<file path="config.mk">
export PLATFORM = sky130hd
export DESIGN_NAME = lzwc_front
export DESIGN_NICKNAME = d
export VERILOG_FILES = /design/src/rtl/lzwc_pkg.sv /design/src/rtl/lzwc_front.sv
export SDC_FILE = /design/constraint.sdc
export NUM_CORES = 1
export LEC_CHECK = 0
export BUFFER_PORTS_ARGS = -buffer_cell sky130_fd_sc_hd__buf_2
export CORE_MARGIN = 4
export CORE_UTILIZATION = 44
export DETAILED_ROUTE_END_ITERATION = 8
export GPL_TIMING_DRIVEN = 1
export PLACE_DENSITY = 0.74
export SYNTH_ARGS = -nofsm -noshare
export SYNTH_HDL_FRONTEND = slang
export SYNTH_SLANG_ARGS = --single-unit
</file>
<file path="constraint.sdc">
create_clock -name clk -period 1.5 [get_ports clk]
set_input_delay 0 -clock clk [delete_from_list [all_inputs] [get_ports clk]]
set_output_delay 0 -clock clk [all_outputs]
set_load 0.03 [all_outputs]
</file>
<file path="src/rtl/lzwc_pkg.sv">
`default_nettype none

package lzwc_pkg;

    // window geometry
    localparam int HIST_LEN    = 1023;
    localparam int LA_DEPTH    = 66;
    localparam int LINE_LEN    = HIST_LEN + LA_DEPTH;
    localparam int GROUP_W     = 32;
    localparam int FLAG_GROUPS = (LINE_LEN + GROUP_W - 1) / GROUP_W;
    localparam int PAD_LEN     = FLAG_GROUPS * GROUP_W;

    // token format
    localparam int GROUP_TOKENS = 8;
    localparam int GROUP_BYTES  = 16;
    localparam int MIN_MATCH    = 3;
    localparam int LOC_BIAS     = 958;

    // command from the front part
    typedef struct packed {
        logic       is_end;
        logic [7:0] data;
    } cmd_t;

    // one byte of the compressed stream
    typedef struct packed {
        logic [7:0] byte_val;
        logic       last;
        logic       stream_end;
    } out_t;

    typedef enum logic [3:0] {
        ST_IDLE,
        ST_DRAIN,
        ST_START,
        ST_CMP,
        ST_OR,
        ST_DEC,
        ST_FG,
        ST_FI,
        ST_FB,
        ST_TOK,
        ST_SHIFT,
        ST_MASK,
        ST_BYTES
    } eng_state_t;

endpackage

`default_nettype wire

</file>
<file path="src/rtl/lzwc_front.sv">
`default_nettype none

module lzwc_front
(
    input  wire logic          clk,
    input  wire logic          rst_n,
    input  wire logic          in_valid,
    output logic               in_stall,
    input  wire logic          func,
    input  wire logic [7:0]    data_byte,
    output logic               cmd_valid,
    input  wire logic          cmd_pop,
    output lzwc_pkg::cmd_t     cmd
);

    lzwc_pkg::cmd_t slot_reg [0:1];
    logic       wr_ptr_reg;
    logic       wr_ptr_next;
    logic       rd_ptr_reg;
    logic       rd_ptr_next;
    logic [1:0] cnt_reg;
    logic [1:0] cnt_next;
    logic       push;
    logic       pop;

    // classify and queue items
    assign in_stall  = (cnt_reg == 2'd2);
    assign cmd_valid = (cnt_reg != 2'd0);
    assign cmd       = slot_reg[rd_ptr_reg];
    assign push      = in_valid && !in_stall;
    assign pop       = cmd_pop && cmd_valid;

    always_comb
    begin
        wr_ptr_next = push ? !wr_ptr_reg : wr_ptr_reg;
        rd_ptr_next = pop ? !rd_ptr_reg : rd_ptr_reg;
        cnt_next    = cnt_reg + 2'(push) - 2'(pop);
    end

    always_ff @(posedge clk or negedge rst_n)
    begin
        if (!rst_n)
        begin
            wr_ptr_reg <= 1'b0;
            rd_ptr_reg <= 1'b0;
            cnt_reg    <= 2'd0;
        end
        else
        begin
            wr_ptr_reg <= wr_ptr_next;
            rd_ptr_reg <= rd_ptr_next;
            cnt_reg    <= cnt_next;
        end
    end

    // payload slots
    always_ff @(posedge clk)
    begin
        if (push)
        begin
            slot_reg[wr_ptr_reg].is_end <= func;
            slot_reg[wr_ptr_reg].data   <= data_byte;
        end
    end

endmodule

`default_nettype wire

</file>
* Yosys cells after proc, flatten, opt, wreduce, memory -nomap -nowiden
Memories as Yosys holds them, arrays and structs flattened. Cells that the tools add are included.
Storage, ports and cells: output and inout port bits 11, logic and storage cells 15, memories kept 1, input port bits 13, register bits after elaboration 4, memory bits (writable) 18
Memory list:
- slot_reg | depth 2, bits a word 9, rd ports 1, clocked after memory_dff 0, wr ports 1, line lzwc_front.sv:16 | lzwc_pkg::cmd_t slot_reg [0:1];
Operators by class: eq/ne operators 1, add/subtract/negate cells 2, muxes and demuxes 2, reduce and logical (&&, ||, !) cells 6
Operators by type and width (number):
- 1-bit zero test | 3
- 2-bit by 1-bit adder with 2-bit output | 1
- 2-bit == test, second input constant | 1
- 1-bit logical AND | 2
- 1-bit 2-to-1 mux | 2
- 2-bit nonzero test | 1
- 2-bit by 1-bit subtractor with 2-bit output | 1

* Longest topological paths before layout
Gate-level depths: netlist of the first run.
depth after elaboration 5, gate-level depth with buffers 7

* Least setup slack after synthesis of the first run
OpenSTA, ideal clock, no wires.
kind register -> register, start point register cnt_reg[1], end point register cnt_reg[1], buffers on the path 0, arrival 1564 ps, data required time 1377 ps, stages on the path, launching flop included 8, path slack -186 ps, period minus slack after synthesis 1686 ps, setup time 123 ps, path through dfrtp_1 -> or2_4 -> and2_4 -> ha_1 -> inv_1 -> ha_1 -> xnor2_1 -> xnor2_1
Between the ends: elaborated cells between the ends (all ways) 7, those cells by class add/sub: 2; eq/ne: 1; reduce/logical: 4
RTL lines:
- from (decl) | line lzwc_front.sv:21 | logic [1:0] cnt_reg;
- from (signal assigned) | line lzwc_front.sv:52 | cnt_reg <= cnt_next;
- 2-bit nonzero test | line lzwc_front.sv:28 | assign cmd_valid = (cnt_reg != 2'd0);
- named net cmd_valid | line lzwc_front.sv:11 | output logic cmd_valid,
- 1-bit logical AND | line lzwc_front.sv:31 | assign pop = cmd_pop && cmd_valid;
- named net pop | line lzwc_front.sv:24 | logic pop;
- 2-bit by 1-bit subtractor with 2-bit output | line lzwc_front.sv:37 | cnt_next = cnt_reg + 2'(push) - 2'(pop);
- named net cnt_next[1] | line lzwc_front.sv:22 | logic [1:0] cnt_next;
The timed path passes the listed nets, and every way through them passes these cells. A chain may end at the register's enable or synchronous reset.

* Final worst setup path of the first run
start point register cnt_reg[0], end point register cnt_reg[1]
Between the ends: elaborated cells between the ends (all ways) 7, those cells by class add/sub: 2; eq/ne: 1; reduce/logical: 4
RTL lines (line):
- 2-bit nonzero test | lzwc_front.sv:28
- 1-bit logical AND | lzwc_front.sv:31
- named net pop | lzwc_front.sv:24
- 2-bit by 1-bit subtractor with 2-bit output | lzwc_front.sv:37
- named net cnt_next[1] | lzwc_front.sv:22
The timed path passes the listed nets, and every way through them passes these cells.

==> metrics.txt, run 1 <==
violated checks=negative setup slack; Final ANT Viol Nets=0; final WL=roughly 1500 um; drt pass-1 iters=2; CTS tree=yes; Finished Core Util=slightly below 70%; gpl congestion=just under 0.6; Synth Register Bits=22; Slew HR=a little over four fifths; pre-CTS WS=-0.1166 ns; worst r2r path cells=7; RSZ-0062 raised after global routing=true; crit path DAT=1.78 ns; DIE AREA=~2700 um^2; FMAX=around 0.63 GHz; post-synthesis sequential area ratio=between 70 and 80%; clk buf depth=2; Worst-Skew Late Latency=about 0.30 ns; Synth Net Count=61; commonest non-fill, non-tap cells in the layout=23 x buf_2, 18 x edfxtp_1, 10 x dlygate4sd3_1; CTS Buf Count=3; Non-Filler Instances=about 110; remaining global-route overflow=0; R2R setup slack=-0.08 ns; area growth from synthesis to layout=42.29%; Syn. warnings=0; worst flop-to-flop path startpoint=cnt_reg[0]; num ports=24; total global routing track utilization=between 10% and 20%; Vias/cell=approximately 4.5; Die H=between 50 and 60 um; max FFs per register=18; Final Hold Vio Count=0; crit path max fanout=3; commonest non-fill, non-tap cell in the layout=buf_2; DR WL/cell=between 10 and 15 um; via count=513; Yosys cell types=14; clk root buf=clkbuf_4; layout cells sized above 1=about three fifths; CP Launch Type=register; Worst-path clk slew=0.11 ns; final setup vio count=1; die width=roughly 52 um; Power Density=between 1500 and 2000 nW/um^2; Worst EP required=between 1.5 and 2 ns; DP Cell Count=97; Initial Utilization=47.79%; fin crit share=105.3%; Core ar.=1783 um^2; Placed Area=1039 um^2; synthesized area per cell=about 19 um^2; antenna violations before repair=0; Max Slew Vio Count=0; HPWL Detailed=approximately 1000 um; status=finished with violations; CTS Sinks=22; Post-Syn Instances=46; max cap viols=0; DRC errors left=0; worst hold path type=in -> async; first-pass GRT wire length=about 2500 um; ant diodes=0; initial DRC count=3; fin worst setup slack=-0.07885 ns; number of global-route vias before repair=slightly below 600; nets=about 110; fin crit period=approximately 1.6 ns; Synth Cell Area=about 850 um^2; # rows=15; H-tree levels=1; Slew @ Worst Pin=0.2483 ns; port bufs=23; design area=~1200 um^2; critical path capture point type=register; WS Path Type=reg -> reg; largest net degree at the start of global routing=13; Final Skew=about 0.0066 ns; Max rail drop VDD=1.074 mV; Leakage=0.4940 nW; FF-to-FF End=cnt_reg[1]
metal layers:
metal	GRT usage, %	up-vias	share of wire [%]
met1	15.38	238	39
met3	3.438	4	6.9
met2	22.80	19	52
met5	0	-	0
met4	6.550	0	1.8
li1	-	252	-
stage by stage:
stage                     setup TNS [ns]  hold WS [ns]  power (W)
after floorplan                  -0.1350       -0.2956   0.001639
after global placement          -0.09395       -0.1901   0.001886
after detailed placement         -0.1166       -0.1852   0.001907
after CTS                        -0.1015      0.007563   0.002321
after global routing             -0.1305       0.02567   0.002477
final                           -0.07885       0.01802   0.002318
power breakdown:
group | internal [W] | switching, W
clock network | 0.0000971 | 0.000172
registers | 0.000855 | 0.000110
logic | 0.000505 | 0.000580
total | 0.00146 | 0.000861
logic make-up (layout without fill, tap and decap cells):
kind of cell / count (synthesis) / after routing / share of synthesized area (%)
xor gates and xnor gates: 4 / 4 / 4.112
adders and majority gates: 2 / 2 / 2.936
DFF: 22 / 22 / 75.18
and+or+nand+nor: 6 / 6 / 4.406
muxes: 9 / 9 / 11.89
buffers and inverters: 3 / 46 / 1.468
synth_stat cells:
cell	number	area, um^2
edfxtp_1	18	540.5
or2_4	1	8.760
xor2_1	1	8.760
nand2b_1	1	6.260
buf_2	1	5.000
dfrtp_1	4	100.1
ha_1	2	25.02
nor2_1	1	3.750
inv_1	2	7.510
and3_1	1	6.260
xnor2_1	3	26.28
nand2_1	1	3.750
and2_4	1	8.760
mux2_2	9	101.4
worst max-delay path: stages (launching register included):
cell     delay [ns]
dfrtp_1        0.41
or2_4          0.23
and2_4         0.15
ha_4           0.26
inv_2          0.04
ha_4           0.15
xnor2_2        0.13
xnor2_1        0.12
final cells by class:
type                    instances  area [um^2]
clock inverters                 1        3.754
inverters                       2        7.507
clock buffers                   3        22.52
flip-flops and latches         22        641.9
fillers                       135        570.5
repair buffers                 40        267.8
well taps                      25        31.28
multi-input cells              21        237.7
worst max-delay path by stage:
stage,slack [ns],cells after the start,to,start
4_1_cts,-0.10,7,cnt_reg[1],cnt_reg[0]
3_5_place_dp,-0.12,7,cnt_reg[1],cnt_reg[0]
2_1_floorplan,-0.14,7,cnt_reg[1],cnt_reg[0]
5_1_grt,-0.13,7,cnt_reg[1],cnt_reg[0]
6_report,-0.08,7,cnt_reg[1],cnt_reg[0]
3_3_place_gp,-0.09,7,cnt_reg[1],cnt_reg[0]
what timing repair did:
action,CTS,global route
hold endpoints to repair,22,0
setup buffers,3,0
gates resized for setup,4,3
pin swaps,6,1
setup endpoints to repair,10,19
hold buffers,10,0
No activity file was read; power rests on OpenSTA's default activity.
==> run 2: changes to the inputs <==
- CORE_UTILIZATION: 44 -> 33
- PLACE_DENSITY: 0.74 -> 0.59
==> metrics.txt, run 2 (same netlist as run 1, synthesis figures left out) <==
commonest non-fill, non-tap cell in the layout=buf_2; drt pass-1 iters=2 (unchanged); Worst-path clk slew=0.13 ns (+0.02 ns); final WL=1489 um (-2.4%); Die H=58.82 um (+13%); Vias/cell=4.190 (-6.9%); CTS Buf Count=3 (unchanged); RSZ-0062 raised after global routing=true; Slew @ Worst Pin=0.4466 ns (+0.1982 ns); WS Path Type=reg -> reg; # rows=18 (+3); Core ar.=2477 um^2 (+39%); nets=107 (+1.9%); critical path capture point type=register; power consumption=0.002500 W (+7.9%); num ports=24 (unchanged); DR WL/cell=12.31 um (-8.0%); Max rail drop VDD=1.147 mV (+6.7%); FMAX=0.6215 GHz (-1.9%); Slew HR=70.23% (-13 points); max cap viols=0 (unchanged); CTS Sinks=22 (unchanged); remaining global-route overflow=0 (unchanged); fin worst setup slack=-0.1089 ns (-0.03008 ns); commonest non-fill, non-tap cells in the layout=23 x buf_2, 18 x edfxtp_1, 12 x dlygate4sd3_1; fin crit period=1.609 ns (+0.03008 ns); CTS tree=yes; largest net degree at the start of global routing=14 (+1); HPWL Detailed=1020 um (+2.5%); H-tree levels=1 (unchanged); Final Skew=0.009884 ns (+0.003297 ns); total global routing track utilization=9.715% (-3.7 points); violated checks=negative setup slack; initial DRC count=2 (-1); Reg area=641.9 um^2 (unchanged); Power Density=1986 nW/um^2 (+3.9%); CP Launch Type=register; die width=58.82 um (+13%); fin crit share=107.3% (+2.0 points); fillcell total=223 (+65%); design area=1259 um^2 (+3.8%); ant diodes=0 (unchanged); status=finished with violations; first-pass GRT wire length=2484 um (-2.2%); via count=507 (-1.2%); DIE AREA=3459 um^2 (+28%); Worst EP required=1.70 ns (about the same); multi-input logic area=231.5 um^2 (-2.6%); final setup vio count=1 (unchanged); Final ANT Viol Nets=0 (unchanged); max FFs per register=18 (unchanged); area growth from synthesis to layout=47.72%; port bufs=23 (unchanged); Placed Area=1052 um^2 (+1.3%); Final Hold Vio Count=0 (unchanged); layout cells sized above 1=54.95% (-3.5 points); antenna violations before repair=0 (unchanged); DRC errors left=0 (unchanged); crit path DAT=1.81 ns (+0.03 ns); number of global-route vias before repair=584 (-0.34%); clk buf depth=2 (unchanged); worst hold path type=in -> reg; crit path max fanout=3 (unchanged); Max Slew Vio Count=0 (unchanged); Leakage=0.5152 nW (+4.3%); pre-CTS WS=-0.1454 ns (-0.02877 ns); gpl congestion=0.6005 (+1.3%); setup TNS=-0.1089 ns (-0.03008 ns); clk root buf=clkbuf_4; Initial Utilization=34.39% (-13 points); Worst-Skew Late Latency=0.30 ns (about the same)
==> run 2: cell types whose count changed in the layout (fill, tap and decap cells not counted) <==
cell / previous run / this run
nor2_1: 0 / 1
nand2_1: 0 / 1
clkinv_1: 1 / 0
nand2_2: 1 / 0
and3_1: 0 / 1
and3_2: 1 / 0
bufinv_16: 0 / 1
nor2_2: 1 / 0
dlygate4sd3_1: 10 / 12
==> run 2: worst max-delay path, stage by stage, from the launching register on <==
cell	delay [ns]
dfrtp_1	0.41
or2_4	0.25
and2_4	0.15
ha_4	0.25
inv_2	0.04
ha_4	0.15
xnor2_2	0.13
xnor2_1	0.13
==> run 2: timing repair <==
action                                  4_1_cts  5_1_grt
gates resized for setup                       4        0
setup buffers                                 2        0
endpoints found under the setup margin       10        1
hold endpoints to repair                     22        0
hold buffers                                 12        0
pin swaps                                     2        0
==> run 2: layer usage <==
layer,part of all wire [%],wire (um),vias to the layer above,GRT usage [%]
li1,-,-,254,-
met1,44,660,237,11.97
met2,48,717,16,16.25
met3,7.5,111,0,3.070
met4,0,0,0,2.913
met5,0,0,-,0
==> run 2: report_power, final <==
group          switching (W)  leakage [nW]  internal (W)
Combinational       0.000585         0.274      0.000510
Sequential          0.000104         0.213      0.000855
Clock               0.000176        0.0279      0.000270
Total               0.000865         0.515       0.00163
==> run 2: final timing paths <==
check                            from    endpoint  slack, ns  cells after the start
max                        cnt_reg[0]  cnt_reg[1]      -0.11                      7
min in group asynchronous       rst_n  cnt_reg[0]       0.56                      3
min reg2reg                wr_ptr_reg  wr_ptr_reg       0.50                      1
max reg2reg                cnt_reg[0]  cnt_reg[1]      -0.11                      7
max in group asynchronous       rst_n  rd_ptr_reg       0.23                      4
min                           cmd_pop  rd_ptr_reg        0.1                      4
==> run 2: through the flow <==
stage          hold WS (ns)  utilization [%]  std cells
6_report            0.09796            50.81        121
3_5_place_dp        -0.1881            42.47        103
2_1_floorplan       -0.2956                -         46
4_1_cts             0.09664            50.81        121
3_3_place_gp        -0.1882            42.47        103
5_1_grt              0.1004            50.81        121
==> run 2: area by class of cell <==
cell class / count / area share [%]
tap: 30 / 2.982
clock inverter: 1 / 2.386
inverter: 2 / 0.5964
clock buffer: 3 / 1.789
timing repair buffer: 42 / 22.86
sequential: 22 / 50.99
multi-input combinational: 21 / 18.39
