**config.mk**
```make
export PLATFORM = sky130hd
export DESIGN_NAME = lzwc_outq
export DESIGN_NICKNAME = d
export VERILOG_FILES = /design/src/rtl/lzwc_pkg.sv /design/src/rtl/lzwc_outq.sv
export SDC_FILE = /design/constraint.sdc
export NUM_CORES = 1
export LEC_CHECK = 0
export BUFFER_PORTS_ARGS = -buffer_cell sky130_fd_sc_hd__buf_2
export CAP_MARGIN = 20
export CORE_MARGIN = 2
export CORE_UTILIZATION = 53
export CTS_CLUSTER_DIAMETER = 80
export DETAILED_ROUTE_END_ITERATION = 16
export PLACE_DENSITY = 0.86
export SETUP_SLACK_MARGIN = 0.15
export SLEW_MARGIN = 20
export SYNTH_ARGS = -nofsm -noshare
export SYNTH_HDL_FRONTEND = slang
export SYNTH_SLANG_ARGS = --single-unit
export TNS_END_PERCENT = 10
```
**constraint.sdc**
```tcl
create_clock -name clk -period 3.3 [get_ports clk]
set_input_delay 0 -clock clk [delete_from_list [all_inputs] [get_ports clk]]
set_output_delay 0 -clock clk [all_outputs]
set_load 0.005 [all_outputs]
```
**src/rtl/lzwc_pkg.sv**
```systemverilog
`default_nettype none

package lzwc_pkg;

    // window geometry
    localparam int HIST_LEN    = 1023;
    localparam int LA_DEPTH    = 66;
    localparam int LINE_LEN    = HIST_LEN + LA_DEPTH;
    localparam int GROUP_W     = 32;
    localparam int FLAG_GROUPS = (LINE_LEN + GROUP_W - 1) / GROUP_W;
    localparam int PAD_LEN     = FLAG_GROUPS * GROUP_W;

    // token format
    localparam int GROUP_TOKENS = 8;
    localparam int GROUP_BYTES  = 16;
    localparam int MIN_MATCH    = 3;
    localparam int LOC_BIAS     = 958;

    // command from the front part
    typedef struct packed {
        logic       is_end;
        logic [7:0] data;
    } cmd_t;

    // one byte of the compressed stream
    typedef struct packed {
        logic [7:0] byte_val;
        logic       last;
        logic       stream_end;
    } out_t;

    typedef enum logic [3:0] {
        ST_IDLE,
        ST_DRAIN,
        ST_START,
        ST_CMP,
        ST_OR,
        ST_DEC,
        ST_FG,
        ST_FI,
        ST_FB,
        ST_TOK,
        ST_SHIFT,
        ST_MASK,
        ST_BYTES
    } eng_state_t;

endpackage

`default_nettype wire

```
**src/rtl/lzwc_outq.sv**
```systemverilog
`default_nettype none

module lzwc_outq
(
    input  wire logic           clk,
    input  wire logic           rst_n,
    input  wire logic           push,
    input  wire lzwc_pkg::out_t item,
    output logic                full,
    output logic                out_valid,
    input  wire logic           out_stall,
    output logic [7:0]          out_byte,
    output logic                last_of_run,
    output logic                stream_end
);

    lzwc_pkg::out_t slot_reg [0:1];
    logic       wr_ptr_reg;
    logic       rd_ptr_reg;
    logic [1:0] cnt_reg;
    logic [1:0] cnt_next;
    logic       do_push;
    logic       do_pop;

    // two-entry skid queue toward the output port
    assign full        = (cnt_reg == 2'd2);
    assign out_valid   = (cnt_reg != 2'd0);
    assign out_byte    = slot_reg[rd_ptr_reg].byte_val;
    assign last_of_run = slot_reg[rd_ptr_reg].last;
    assign stream_end  = slot_reg[rd_ptr_reg].stream_end;
    assign do_push     = push && !full;
    assign do_pop      = out_valid && !out_stall;

    assign cnt_next = cnt_reg + 2'(do_push) - 2'(do_pop);

    always_ff @(posedge clk or negedge rst_n)
    begin
        if (!rst_n)
        begin
            wr_ptr_reg <= 1'b0;
            rd_ptr_reg <= 1'b0;
            cnt_reg    <= 2'd0;
        end
        else
        begin
            if (do_push)
            begin
                wr_ptr_reg <= !wr_ptr_reg;
            end
            if (do_pop)
            begin
                rd_ptr_reg <= !rd_ptr_reg;
            end
            cnt_reg <= cnt_next;
        end
    end

    // payload slots
    always_ff @(posedge clk)
    begin
        if (do_push)
        begin
            slot_reg[wr_ptr_reg] <= item;
        end
    end

endmodule

`default_nettype wire

```
### Yosys cells after proc, flatten, opt, wreduce, memory -nomap -nowiden

Memories as Yosys holds them, arrays and structs flattened.
Cells that the tools add are included.

| operators by class | value |
|---|---|
| $add $sub $neg | 2 |
| equal/unequal tests | 1 |
| multiplexer cells | 2 |
| reduce and logical (&&, ||, !) cells | 7 |

Operators with widths:

| operator | number |
|---|---|
| 1-bit logical NOT | 4 |
| 2-bit by 1-bit adder with 2-bit output | 1 |
| 2-bit == test, second input constant | 1 |
| 1-bit logical AND | 2 |
| 1-bit 2-to-1 mux | 2 |
| 2-bit nonzero test | 1 |
| 2-bit by 1-bit subtractor with 2-bit output | 1 |

| word-level totals | value |
|---|---|
| register bits after elaboration | 4 |
| bits in writable memories | 20 |
| bits of input ports | 14 |
| output and inout bits | 12 |
| logic and storage cells | 16 |
| memories kept | 1 |

Memories:

| memory | depth | bits a word | rd ports | clocked after Yosys merged registers in | write ports | line | text |
|---|---|---|---|---|---|---|---|
| slot_reg | 2 | 10 | 1 | 0 | 1 | lzwc_outq.sv:17 | `lzwc_pkg::out_t slot_reg [0:1];` |

### Logic depth before layout (Yosys ltp)

Gate-level depths: netlist of run 1.

| logic depth | value |
|---|---|
| word-level depth | 5 |
| gate-level depth with buffers | 7 |

### Worst setup path before layout of run 1

Ideal clock, no wire load.

| timing path | value |
|---|---|
| path kind | reg-to-reg |
| start point | reg cnt_reg[1] |
| end point | reg cnt_reg[1] |
| library setup time | 123 ps |
| arrival | 1,470 ps |
| data required time | 3,177 ps |
| path slack | 1,707 ps |
| stages on the path, launching flop included | 8 |
| period minus slack after synthesis | 1,593 ps |
| cells stage by stage | dfrtp_1 or2_4 nor2b_4 ha_1 inv_1 ha_1 xnor2_1 xnor2_1 |

| on the way | value |
|---|---|
| elaborated cells between the ends (all ways) | 7 |
| classes of those cells | add/sub: 2; eq/ne: 1; reduce/logical: 4 |

RTL lines:

| item | line | text |
|---|---|---|
| start: declaration | lzwc_outq.sv:20 | `logic [1:0] cnt_reg;` |
| start signal: assignment | lzwc_outq.sv:54 | `cnt_reg <= cnt_next;` |
| 2-bit nonzero test | lzwc_outq.sv:27 | `assign out_valid = (cnt_reg != 2'd0);` |
| net out_valid | lzwc_outq.sv:10 | `output logic out_valid,` |
| 1-bit logical AND | lzwc_outq.sv:32 | `assign do_pop = out_valid && !out_stall;` |
| net do_pop | lzwc_outq.sv:23 | `logic do_pop;` |
| 2-bit by 1-bit subtractor with 2-bit output | lzwc_outq.sv:34 | `assign cnt_next = cnt_reg + 2'(do_push) - 2'(do_pop);` |
| net cnt_next[1] | lzwc_outq.sv:21 | `logic [1:0] cnt_next;` |

The timed path passes the listed nets, and every way through them passes these cells.
A chain may end at the register's enable or synchronous reset.

### Worst setup path after layout of run 1

| timing path | value |
|---|---|
| start point | reg cnt_reg[1] |
| end point | mem slot_reg[0][8] (netlist bit), enable pin |

| on the way | value |
|---|---|
| longest elaborated chain between the ends | 5 |

Ends and longest elaborated chain:

| item | line | text |
|---|---|---|
| 2-bit == test | lzwc_outq.sv:26 | `assign full = (cnt_reg == 2'd2);` |
| 1-bit logical NOT | lzwc_outq.sv:31 | `assign do_push = push && !full;` |
| 1-bit logical AND | lzwc_outq.sv:31 |  |
| 1-bit 2-to-1 mux | lzwc_outq.sv:61 | `if (do_push)` |
| 1-bit 2-to-1 mux (not written as such) | lzwc_outq.sv:63 | `slot_reg[wr_ptr_reg] <= item;` |
| end: declaration | lzwc_outq.sv:17 |  |

No other way between the ends.

==> out/results.txt, run 1 <==
The run finished with clean final reports. In this run the most critical hold path is launched from push. The number of antenna repair diodes is 0. Initial standard-cell utilization of the core: 0.551. The tightest hold path in the finished design has a slack of 36.4 ps. The flip-flop count of the largest register after layout is 20, and the sequential area share after synthesis is 0.753.

The largest individual stage delay along the critical path comes from the cell sky130_fd_sc_hd__nor2_1. The count of buffers added on input and output ports is 25. The post-synthesis average cell area works out to 19.0 um^2. In this run, synthesis produced a sequential element count of 24. The root buffer cell chosen for the clock tree is sky130_fd_sc_hd__clkbuf_4.

The first TritonRoute pass finished after 3 iterations. Clock-pin slew was measured on the worst setup and hold paths at 130 ps. The post-synthesis to final-layout area growth is 34.5%. The TritonCTS sink count was 24.

For the level count of the clock H-tree, the log shows 1. The final count of pins violating max slew was 0; the critical-path maximum fanout was 10. TritonCTS built the clock tree. The first-pass GRT wire length came out at 2000 um. The run gives 0.143 as the overall global routing resource usage. The final count of hold timing violations was 0.

The count of maximum capacitance violations was 0. The arrival time reported for the critical path endpoint was 1640 ps. In this run the critical register-to-register path is launched from cnt_reg[1]$_DFF_PN0_.

The final routed DRC violation total is 0. The core region is 1690 um^2. In this run, CTS created clock tree buffers numbering 3.

At the end of routability-driven placement, the weighted congestion stood at 0.655. The post-detailed-route count of antenna-violating nets was 0. Total of hold buffers inserted after clock tree synthesis: 12. The Yosys step of the flow raised 0 warnings. The post-route core utilization was 0.741; the number of gates given a new drive strength after cts was 0. The top-area cell type share of the netlist area is 0.645. The floorplan step set the die width to 45.9 um.

In the final layout, the multi-input gates occupy 215 um^2. The maximum VDD drop is 0.000570 V. Sorting the synthesized cells by area gives the leading types as sky130_fd_sc_hd__edfxtp_1, sky130_fd_sc_hd__mux2_2, sky130_fd_sc_hd__dfrtp_1. The number of different library cells in the post-synthesis netlist came out at 14. For this run the aggregate overflow at the end of global routing stands at 0. The run gives 2110 um^2 as the area enclosed by the die boundary. The final critical-path share of the clock period came out at 0.514. In the synthesized netlist, the number of instances is 49. For the final database, setup skew stands at 7.75 ps. The path class of the tightest hold or removal check is input pin to register. The leading cell type in the layout, fill and taps excluded was sky130_fd_sc_hd__buf_2. Entering global routing, the biggest net connects 15 pins. At the pin with the least slew margin, the transition time is 836 ps. Summed over all instances, the cell type with the most area after synthesis is sky130_fd_sc_hd__edfxtp_1.

The part of the total power dissipated in sequential elements is 0.487. In the final layout, flip-flops and latches occupy 701 um^2. Pin placement for this block handled 26 I/O pins. Via count of the first global-routing pass: 491.

STA classifies the critical path startpoint as a register. For the worst-skew pair, the clock arrives at the later sink with an insertion delay of 300 ps. Walking the worst path, the cells encountered are nand2b_1 -> nand2_1 -> nor2_1. The run gives 0.305 as the part of the power in combinational logic. STA classifies the critical path endpoint as a register. When the netlist entered floorplanning its net count stood at 65. The logs give 590 MHz for the highest clock frequency the design can meet and 0.000518 uW for the cell leakage power. For this design the total switching power over the nets is 257 uW. The floorplan has 15 rows.

The wire-length estimate of the detail-placed layout is 936 um. Worst slew slack as a fraction of its limit: 0.441. In this run the deepest clock path goes through 2 buffers.

Summed over all layers, the routed wires come to 1430 um. Setup repair after global routing left no endpoint under its margin. Critical path class: register to register. Setup violations remaining at the end of the flow were counted as 0.

From bottom edge to top edge, the die measures 45.9 um. Once the clock tree was built, the setup fixing pass inserted 0 buffers. Timing startpoint of the critical path: cnt_reg[1]$_DFF_PN0_. In this run, the number of DRC markers left after iteration 0 of detailed routing was 9. The library cells used most frequently in the layout, excluding fill and tap cells, are sky130_fd_sc_hd__buf_2, sky130_fd_sc_hd__edfxtp_1, sky130_fd_sc_hd__dlygate4sd3_1.

The tools report the number of standard cells in the final layout excluding fillers as 107. The power density over the cells is 780 nW/um^2, and the portion of total power attributed to the clock network is 0.208. The final-stage net count was 107. The critical path buffer and inverter count was 0; the total negative slack for setup checks was 0 ps. Average detailed-routed wire length per instance: 13.3 um. After detailed placement, the design holds a cell count of 90. The final critical path time including I/O delays and setup is 1690 ps, and the cell area after synthesis is 931 um^2. The via count normalized by instance count came out at 4.98.

The internal power summed over all cells is 720 uW. The net switching share of the total power was 0.263; the number of fillers in the final layout was 116. The cell type group with the largest total delay on the critical path is simple AND/OR/NAND/NOR gates. STA puts the critical path data required time at 3240 ps. The final route contains 533 vias. The share of post-route cells with drive strength above 1 is 0.456, and the peak per-stage delay on the critical path is 660 ps. Number of antenna violations at the first check in global routing: 0.
-- worst register-to-register path: cells and delay by family, from the launching register on --
family           cells  cell delay, ps
and+or+nand+nor      3             910
DFF                  1             420
-- layer usage --
metal / GRT usage / vias up / routed length [um]
li1: - / 265 / -
met1: 0.144 / 253 / 559
met5: 0 / - / 0
met3: 0.0476 / 0 / 59
met4: 0.0686 / 0 / 0
met2: 0.258 / 15 / 807
-- area by class of cell --
cell class	count	share of cell area
inverter	2	0.00599
sequential	24	0.559
multi-input combinational	22	0.172
clock inverter	1	0.0240
tap	17	0.0170
clock buffer	3	0.0180
timing repair buffer	38	0.204
-- cells in the mapped netlist, drive strengths merged --
master and instances:
xnor2 3, nand2 1, inv 2, and3 1, buf 1, edfxtp 20
xor2 1, mux2 10, nor2 1, ha 2, nor2b 1, nand2b 1
dfrtp 4, or2 1
-- through the flow --
| step | cell area (um^2) | worst slack, ps | total power, uW |
|---|---|---|---|
| 3_5_place_dp | 1070 | 1630 | 772 |
| 3_3_place_gp | 1070 | 1650 | 756 |
| 2_1_floorplan | 931 | 1710 | 669 |
| 6_report | 1250 | 1610 | 977 |
| 4_1_cts | 1240 | 1600 | 985 |
| 5_1_grt | 1250 | 1500 | 1030 |
-- logic make-up after synthesis --
kind of cell	share of synthesized area
flops	0.753
mux	0.121
simple gates	0.0457
xor+xnor	0.0376
buf+inv	0.0161
fa+ha+maj	0.0269
-- power groups by stage --
| stage | sequential [uW] | clock [uW] | combinational (uW) |
|---|---|---|---|
| 5_1_grt | 484 | 220 | 327 |
| 4_1_cts | 475 | 207 | 302 |
| 6_report | 476 | 204 | 298 |
| 3_5_place_dp | 483 | 0 | 289 |
| 3_3_place_gp | 478 | 0 | 278 |
| 2_1_floorplan | 451 | 0 | 217 |
-- path summary, 6_finish.rpt --
kind	end	slack, ps	depth (start not counted)
min	wr_ptr_reg$_DFFE_PN0N_	40	3
min in group asynchronous	wr_ptr_reg$_DFFE_PN0N_	560	3
max in group asynchronous	rd_ptr_reg$_DFFE_PN0P_	2620	3
max reg2reg	slot_reg[0][8]$_DFFE_PP_	1610	3
max	slot_reg[0][8]$_DFFE_PP_	1610	3
min reg2reg	wr_ptr_reg$_DFFE_PN0N_	530	1
(Power assumes the default switching activity.)
==> inputs of run 2 (changes only) <==
--- a/config.mk
+++ b/config.mk
@@ -8,10 +8,10 @@
 export BUFFER_PORTS_ARGS = -buffer_cell sky130_fd_sc_hd__buf_2
 export CAP_MARGIN = 20
 export CORE_MARGIN = 2
-export CORE_UTILIZATION = 53
+export CORE_UTILIZATION = 49
 export CTS_CLUSTER_DIAMETER = 80
 export DETAILED_ROUTE_END_ITERATION = 16
-export PLACE_DENSITY = 0.86
+export PLACE_DENSITY = 0.81
 export SETUP_SLACK_MARGIN = 0.15
 export SLEW_MARGIN = 20
 export SYNTH_ARGS = -nofsm -noshare
==> constraint.sdc (replaced) <==
create_clock -name clk -period 1.6 [get_ports clk]
set_input_delay 0 -clock clk [delete_from_list [all_inputs] [get_ports clk]]
set_output_delay 0 -clock clk [all_outputs]
set_load 0.005 [all_outputs]
==> run 2 against run 1 <==
  * Combinational power grew to 2.6 times the previous value
  * Non-clock buffer count is 2 higher
  * Highest routed layer is now met4
  * Cell area is 4.3% higher
  * Largest power group unchanged
  * Setup slack worse by 1600 ps
  * Clock-buffer cell count stayed put
  * Register-to-register slack worse by 1600 ps
  * Core utilization is 0.11 points lower
  * Via count is 0.38% lower
  * Clock power is 100% higher
==> out/results.txt, run 2 (synthesis gave the netlist of run 1 again) <==
The min-delay analysis places its worst path in the category input pin to asynchronous set/reset pin. The endpoint identified for the worst register-to-register timing path is cnt_reg[1]$_DFF_PN0_. The leading cell type in the layout, fill and taps excluded was sky130_fd_sc_hd__buf_2.

The die covers 2260 um^2. Subtracting the final worst setup slack from the clock period gives 1590 ps. At the end of the flow, the number of nets in the layout was 109. The share of post-route cells with drive strength above 1 is 0.543, and the area used by multi-input combinational logic is 248 um^2. Clock-pin slew was measured on the worst setup and hold paths at 120 ps. The final count of pins violating max slew is 0. The critical-path maximum fanout came out at 3. Leaving out fill and tap cells, the most frequent cells in the layout are sky130_fd_sc_hd__buf_2, sky130_fd_sc_hd__edfxtp_1, sky130_fd_sc_hd__dlygate4sd3_1. After routing the design area is 1310 um^2.

After layout, the worst setup slack is 9.48 ps. The floorplan step defined a core boundary enclosing 1760 um^2. Setup violations remaining at the end of the flow were counted as 0.

The final critical-path share of the clock period is 0.994, and the data required time at the worst endpoint is 1800 ps. VDD sags by at most 0.00108 V. No sink is reached through more buffers than the 2 on the longest clock path.

The average detailed-routed wire length per instance is 12.2 um. The die outline width was 47.6 um; the arrival time reported for the critical path endpoint was 1790 ps. The number of antenna diodes in the final layout is 0. The run finished with clean final reports.

The overall global routing resource usage was 0.144. STA classifies the critical path startpoint as a register. The worst slew slack as a fraction of its limit was 0.661; the number of antenna violations at the first check in global routing was 0.

The first routing iteration left 11 violations. For the clock latency on the worst-skew pair, the log shows 300 ps. The pre-antenna-repair detailed-routing pass consisted of 3 iterations. In this run the static leakage power is 0.000532 uW. After global routing the overflow that remains totals 0.

Setup repair after global routing could not meet its margin everywhere. The count of maximum capacitance violations was 0; the first-pass GRT wire length was 2150 um. For the total negative slack for setup checks, the log shows 0 ps. The tree is rooted in a sky130_fd_sc_hd__clkbuf_4.

The number of fillers in the final layout is 124, and the final count of hold timing violations is 0. The via count normalized by instance count was 4.54; the initial standard-cell utilization of the core was 0.528. After legalization and detailed placement, the total HPWL measured 943 um.

The post-synthesis to final-layout area growth works out to 40.3%. In the routed design, unresolved DRC markers number 0. The die boundary height works out to 47.6 um. The tools report the number of rows in the core area as 15. The TritonCTS sink count is 24.

26 I/O pins were placed. The via count of the first global-routing pass is 529, and the measured slew at the worst slew-check pin is 509 ps. The number of clock buffers inserted by TritonCTS was 3; the final RePlAce weighted congestion was 0.756. The post-route core utilization came out at 0.740. The cell count of the worst reg-to-reg path works out to 7. Flip-flop count of the largest register after layout: 20. Entering global routing, the biggest net connects 15 pins.

The launching point of the worst reg2reg path is cnt_reg[0]$_DFF_PN0_. Across the routed clock network, the largest skew measured is 2.27 ps. Derived from the worst setup path, the maximum achievable clock frequency is 629 MHz. The critical path is of the register to register type. The port buffer count was 25; the detailed-route via count was 531. For the post-detailed-route count of antenna-violating nets, the log shows 0. Register cell area after layout: 702 um^2.

TritonCTS built the clock tree. Summed over all layers, the routed wires come to 1430 um. For the level count of the clock H-tree, the log shows 1. STA classifies the critical path endpoint as a register. At the placement stage, the worst setup path has a slack of -64.7 ps. In this run the power density over the cells is 1660 nW/um^2. The worst register-to-register path has a setup slack of 9 ps. For the area of placed instances, the log shows 1090 um^2.
## run 2: changes by cell type in the layout (fill, tap and decap cells not counted), sizes merged
cell         before  now
dlygate4sd3      13   11
buf              25   29
## run 2: what timing repair did
| item | 4_1_cts | 5_1_grt |
|---|---|---|
| pin swaps | 5 | 1 |
| endpoints found under the setup margin | 12 | 2 |
| setup buffers | 3 | 0 |
| endpoints found under the hold margin | 24 | 0 |
| hold buffers | 11 | 0 |
| resized for setup | 5 | 0 |
## run 2: final cells by class
type / count / area share
flip-flops and latches: 24 / 0.537
clock buffers: 3 / 0.0172
well taps: 25 / 0.0239
inverters: 2 / 0.00575
multi-input cells: 22 / 0.190
repair buffers: 40 / 0.203
clock inverters: 1 / 0.0230
## run 2: metrics by stage
stage                     std cells  hold WS, ps  power, uW
after CTS                       117        0.832       2180
final                           117         23.6       2160
after global routing            117         6.91       2310
after floorplan                  49         -296       1380
after detailed placement         99         -192       1620
after global placement           99         -192       1580
## run 2: layer usage
metal | vias up | global-route usage | routed length, um
li1 | 265 | - | -
met1 | 249 | 0.170 | 636
met2 | 15 | 0.249 | 711
met3 | 2 | 0.0264 | 58
met4 | 0 | 0.0811 | 19
met5 | - | 0 | 0
## run 2: how the worst max path moves through the flow
stage / startpoint / endpoint / slack [ps] / depth (start not counted)
floorplan: cnt_reg[0]$_DFF_PN0_ / cnt_reg[1]$_DFF_PN0_ / 30 / 7
global placement: cnt_reg[1]$_DFF_PN0_ / cnt_reg[1]$_DFF_PN0_ / 20 / 7
detailed placement: cnt_reg[0]$_DFF_PN0_ / cnt_reg[1]$_DFF_PN0_ / -60 / 7
CTS: cnt_reg[1]$_DFF_PN0_ / cnt_reg[1]$_DFF_PN0_ / -7 / 7
global route: cnt_reg[0]$_DFF_PN0_ / cnt_reg[1]$_DFF_PN0_ / -40 / 7
finish: cnt_reg[0]$_DFF_PN0_ / cnt_reg[1]$_DFF_PN0_ / 9 / 7
## run 2: power breakdown
group / leakage, uW / switching (uW) / internal [uW]
sequential: 0.000231 / 106 / 873
clock: 0.0000279 / 165 / 253
combinational: 0.000272 / 307 / 459
## run 2: critical path, stage by stage (launching register included)
cell                      delay, ps
sky130_fd_sc_hd__dfrtp_1        410
sky130_fd_sc_hd__or2_4          250
sky130_fd_sc_hd__nor2b_4        130
sky130_fd_sc_hd__ha_4           260
sky130_fd_sc_hd__inv_2           40
sky130_fd_sc_hd__ha_4           150
sky130_fd_sc_hd__xnor2_2        130
sky130_fd_sc_hd__xnor2_1        120
